**src/hw/rtl/mps_pkg.sv**
```systemverilog
// Package for the mean pool sigmoid block: types, register codes and sigmoid table.
package mps_pkg;

	typedef enum logic [2:0] {
		REG_KERNEL_ROWS = 3'd0,
		REG_KERNEL_COLS = 3'd1,
		REG_INPUT_WIDTH = 3'd2,
		REG_INPUT_HEIGHT = 3'd3,
		REG_WINDOW_RECIP = 3'd4,
		REG_MAP_COUNT = 3'd5
	} reg_index_t;

	localparam int SUM_W = 22;

	typedef struct packed {
		logic load;      // register a new pixel into the datapath
		logic advance;   // move stage 1 to stage 2
		logic finish;    // move stage 2 to the output register
		logic out_take;  // output register drained
	} mps_cmd_t;

	typedef struct packed {
		logic s1_emit;
		logic out_full;
	} mps_status_t;

	function automatic logic [16:0] sig_entry(input logic [4:0] k);
		logic [16:0] v;
		case (k)
			5'd0: v = 17'd32768;
			5'd1: v = 17'd40793;
			5'd2: v = 17'd47911;
			5'd3: v = 17'd53581;
			5'd4: v = 17'd57724;
			5'd5: v = 17'd60565;
			5'd6: v = 17'd62428;
			5'd7: v = 17'd63615;
			5'd8: v = 17'd64357;
			5'd9: v = 17'd64816;
			5'd10: v = 17'd65097;
			5'd11: v = 17'd65269;
			5'd12: v = 17'd65374;
			5'd13: v = 17'd65438;
			5'd14: v = 17'd65476;
			5'd15: v = 17'd65501;
			5'd16: v = 17'd65514;
			default: v = 17'd65514;
		endcase
		return v;
	endfunction

endpackage

```
**src/hw/rtl/mps_ctrl.sv**
```systemverilog
// Controller for the mean pool sigmoid block: sequences load, scale and output.
module mps_ctrl (
	input  logic                 clk,
	input  logic                 arst_n,
	input  logic                 in_valid,
	output logic                 in_ready,
	output logic                 out_valid,
	input  logic                 out_ready,
	input  mps_pkg::mps_status_t status,
	output mps_pkg::mps_cmd_t    cmd
);

	typedef enum logic [1:0] {
		ST_IDLE,
		ST_SCALE,
		ST_SIG
	} state_t;

	state_t state_q;
	logic   take;

	assign take = out_valid && out_ready;
	assign out_valid = status.out_full;
	assign in_ready = (state_q == ST_IDLE);

	always_comb begin
		cmd.load = (state_q == ST_IDLE) && in_valid;
		cmd.advance = (state_q == ST_SCALE);
		cmd.finish = (state_q == ST_SIG) && (!status.out_full || take);
		cmd.out_take = take;
	end

	always_ff @(posedge clk or negedge arst_n) begin
		if (!arst_n) begin
			state_q <= ST_IDLE;
		end else begin
			case (state_q)
				ST_IDLE: begin
					if (in_valid) state_q <= ST_SCALE;
				end
				ST_SCALE: begin
					if (status.s1_emit) state_q <= ST_SIG;
					else state_q <= ST_IDLE;
				end
				ST_SIG: begin
					if (cmd.finish) state_q <= ST_IDLE;
				end
				default: state_q <= ST_IDLE;
			endcase
		end
	end

endmodule

```
**config.mk**
```make
export PLATFORM = sky130hd
export DESIGN_NAME = mps_ctrl
export DESIGN_NICKNAME = d
export VERILOG_FILES = /design/src/hw/rtl/mps_pkg.sv /design/src/hw/rtl/mps_ctrl.sv
export SDC_FILE = /design/constraint.sdc
export NUM_CORES = 1
export LEC_CHECK = 0
export ABC_AREA = 1
export BUFFER_PORTS_ARGS = -buffer_cell sky130_fd_sc_hd__buf_2
export CAP_MARGIN = 20
export CORE_AREA = 4 4 41 43
export CTS_CLUSTER_DIAMETER = 100
export DETAILED_ROUTE_END_ITERATION = 10
export DIE_AREA = 0 0 45 47
export GPL_TIMING_DRIVEN = 0
export HOLD_SLACK_MARGIN = 0.03
export PLACE_DENSITY = 0.31
export SYNTH_ARGS = -nofsm -noshare
export SYNTH_HDL_FRONTEND = slang
export SYNTH_SLANG_ARGS = --single-unit
```
**constraint.sdc**
```tcl
create_clock -name clk -period 1.45 [get_ports clk]
set_input_delay 0.3625 -clock clk [delete_from_list [all_inputs] [get_ports clk]]
set_output_delay 0.3625 -clock clk [all_outputs]
set_load 0.02 [all_outputs]
```
==> flow_results.org <==
** Pwr
- Portion of total power attributed to the clock network :: roughly 42%
- Sw frac :: 30.5%
- Of the total power, registers draw 24.8%.
- Summed over all nets, the switching power comes to 0.0881 mW.
- Power share of the combinational group :: roughly 33%
- Leakage power total :: between 0.15 and 0.2 nW
- Internal power comes to 0.201 mW.
- Total power divided by cell area :: 1010 mW/mm²
- Overall power consumption after layout is estimated at between 0.2 and 0.3 mW.
- IR analysis of the VDD net gives a maximum drop of 348 µV.

** Drt
- Met1 wire length :: 178 µm
- Average via count per standard cell :: 3.46
- Met3 wire length :: just over 60 µm
- Highest layer used for signal routing :: met3
- Summed over all layers, the routed wires come to 434 µm.
- Final ANT Viol Nets :: 0
- Met2 layer wire length in the routed design :: 193 µm
- Dividing the detail-routed wire length by the instance count gives 8.35 µm.
- The detailed router finished its first iteration with 0 violations.
- After detailed routing, the number of remaining DRC violations is 0.
- For this run, the detailed router's first-pass iteration total came to 1.
- Across all layers, the routed design uses 180 vias.

** STA
- Setup repair after global routing could not meet its margin everywhere.
- The tightest hold path in the finished design has a slack of 343 ps.
- On the final layout, the worst clock skew is around 4.6 ps.
- Period utilization :: 98.1%
- Period minus WS final :: 1420 ps
- The total count of hold-check failures in the final report came to 0.
- Static timing analysis puts the maximum clock frequency at 703 MHz.
- Least-Margin Pin Slew :: roughly 170 ps
- The final max-slew violation count came to 0.
- Number of endpoints failing setup at the final stage :: 0
- In this run the tightest slew margin relative to its limit is 88.8%.

** Worst hold path
- Type of the most critical hold path :: input pin to flip-flop

** Global routing
- The first global-routing pass estimated 676 µm of wire.
- Remaining global-route overflow :: 0
- Vias in the first global route :: 175
- The initial antenna violation count came to 0.
- Entering global routing, the biggest net connects 6 pins.
- In the global route stage, overall resource usage came out at 4.98%.

** CTS
- Clock-pin slew was measured on the worst setup and hold paths at 30 ps.
- Clock buffer count from CTS :: 3
- Later-pin clock latency in the skew report :: 220 ps
- Number of H-tree levels :: 1
- Maximum clock path buffer count :: 2
- Clock tree synthesis selected as its root buffer the cell clkbuf_4.
- The clock drives 2 sinks.
- TritonCTS built the clock tree.

** Logic synthesis
- Top area cells in the synthesized netlist :: dfrtp_1 36%, nor2_2 13%, buf_4 11%, inv_1 11%, nand2_1 11%
- Part of the Yosys area used for sequential elements :: 35.7%
- Post-synth cell types :: 8
- Net count of the mapped netlist :: 26
- During synthesis, Yosys emitted a total of 0 warnings.
- The mapped netlist covers 140 µm².
- Synthesis-stage register bit count :: 2
- Number of standard cells after synthesis :: 20
- Of all cell types, the one taking the most synthesized area is dfrtp_1.
- In this run the biggest area consumer among cell types represents 35.7% of the synthesized area.
- Dividing the synthesized area by the synthesized cell count gives 7.01 µm².

** Cells and area
- The finished layout holds between 50 and 60 standard cells, fillers aside.
- Top Registers :: state_q: 2 flops
- Post-synthesis to final-layout area growth :: 104%
- The filler cells instantiated in the layout total 157.
- The register with the most flip-flops in the layout has 2 of them.
- NumNets Final :: between 40 and 50
- Post-route core utilization :: about 22%
- Register with the most flip-flops :: state_q
- The number of antenna diodes in the final layout is 0.
- Layout cell share with drive strength beyond 1 :: roughly two thirds

** Critical path
- STA classifies the critical path endpoint as an output pin.
- Data on the critical path is required at its endpoint by 1090 ps.
- Crit path kind :: flip-flop to output pin
- Crit start category :: flip-flop
- Critical path arrival :: 1060 ps
- In this run the worst path has a maximum fanout of 5.

** Placed design
- Count of port buffers added during placement :: 11
- # placed instances :: 46
- Half-perimeter wire length of the detailed placement result :: 289 µm
- Routability-driven placement finished with a final weighted congestion of between 0.6 and 0.7.

** Floorplanning
- The floorplan step defined a die boundary enclosing about 0.0021 mm².
- In this run the vertical extent of the chip is 47 µm.
- Initial standard-cell utilization of the core :: between 10% and 20%
- I/O pins :: 12
- Row count :: 13
- The die is 45 µm wide.
- After floorplanning, the core was sized to cover 0.00130 mm².

** Outcome
- The run finished with clean final reports.

** Run
- Max-cap violations in this run came to 0.
## per-layer routing
| metal | global-route usage [%] | vias to the layer above |
|---|---|---|
| met3 | 2.30 | 0 |
| met4 | 7.02 | 0 |
| met2 | 7.34 | 12 |
| li1 | - | 91 |
| met1 | 4.32 | 77 |
| met5 | 0 | - |
## stage by stage
| stage | instance area (µm²) | TNS, ps | setup WS, ps |
|---|---|---|---|
| final | 287 | 0 | 28.1 |
| after global routing | 287 | -71.8 | -67.0 |
| after CTS | 263 | 0 | 3.49 |
| after detailed placement | 214 | 0 | 223 |
| after global placement | 214 | 0 | 239 |
| after floorplan | 140 | 0 | 121 |
## synthesized netlist by cell type
library cell / number
buf_4: 2
dfrtp_1: 2
inv_1: 4
inv_2: 1
nand2_1: 4
nor2_1: 2
nor2_2: 3
nor3b_1: 2
## power by group through the flow
| stage | Combinational [mW] | Clock (mW) | Sequential [mW] |
|---|---|---|---|
| final | 0.0949 | 0.122 | 0.0716 |
| after detailed placement | 0.0696 | 0 | 0.0715 |
| after floorplan | 0.0449 | 0 | 0.0693 |
| after global routing | 0.104 | 0.137 | 0.0730 |
| after CTS | 0.0805 | 0.134 | 0.0703 |
| after global placement | 0.0695 | 0 | 0.0710 |
## layout by cell type (no fill, tap or decap)
cell type	synthesis	routed
inv_2	1	1
nor2_4	0	1
clkbuf_4	0	3
nor3b_2	0	1
nor2_1	2	2
nand2_1	4	4
buf_6	0	1
buf_4	2	7
dfrtp_1	2	1
dfrtp_2	0	1
inv_1	4	4
nor3b_1	2	1
dlygate4sd3_1	0	1
buf_2	0	7
nor2_2	3	2
## area by class of cell
type	count	area, µm²	share of cell area, %
buffer	2	15.0	5.24
clock buffer	3	22.5	7.86
inverter	5	18.8	6.55
multi-input combinational	11	66.3	23.1
sequential	2	51.3	17.9
tap	15	18.8	6.55
timing repair buffer	14	93.8	32.8
## logic make-up (layout without fill, tap and decap cells)
kind of cell | Yosys count | after routing | synth area share, %
and+or+nand+nor | 11 | 11 | 40.2
DFF | 2 | 2 | 35.7
buffers and inverters | 7 | 24 | 24.1
## timing repair
action | 4_1_cts | 5_1_grt
resized for setup | 1 | 7
setup buffers | 2 | 0
hold buffers | 1 | 0
pin swaps | 0 | 0
endpoints found under the setup margin | 1 | 4
endpoints found under the hold margin | 2 | 0
## worst paths after layout
path	start	to	slack (ps)	depth (start not counted)
min reg2reg	state_q[0]	state_q[0]	520	1
min in group asynchronous	arst_n	state_q[1]	450	2
min	status[1]	state_q[1]	340	3
max	state_q[0]	cmd[1]	30	4
max reg2reg	state_q[1]	state_q[1]	610	4
max in group asynchronous	arst_n	state_q[0]	890	2
## worst max-delay path: stages (launching register included)
cell,delay (ps)
dfrtp_2,440
nor2_2,130
inv_1,50
nor2_2,80
buf_4,140
Power figures use the tool's default switching activity.
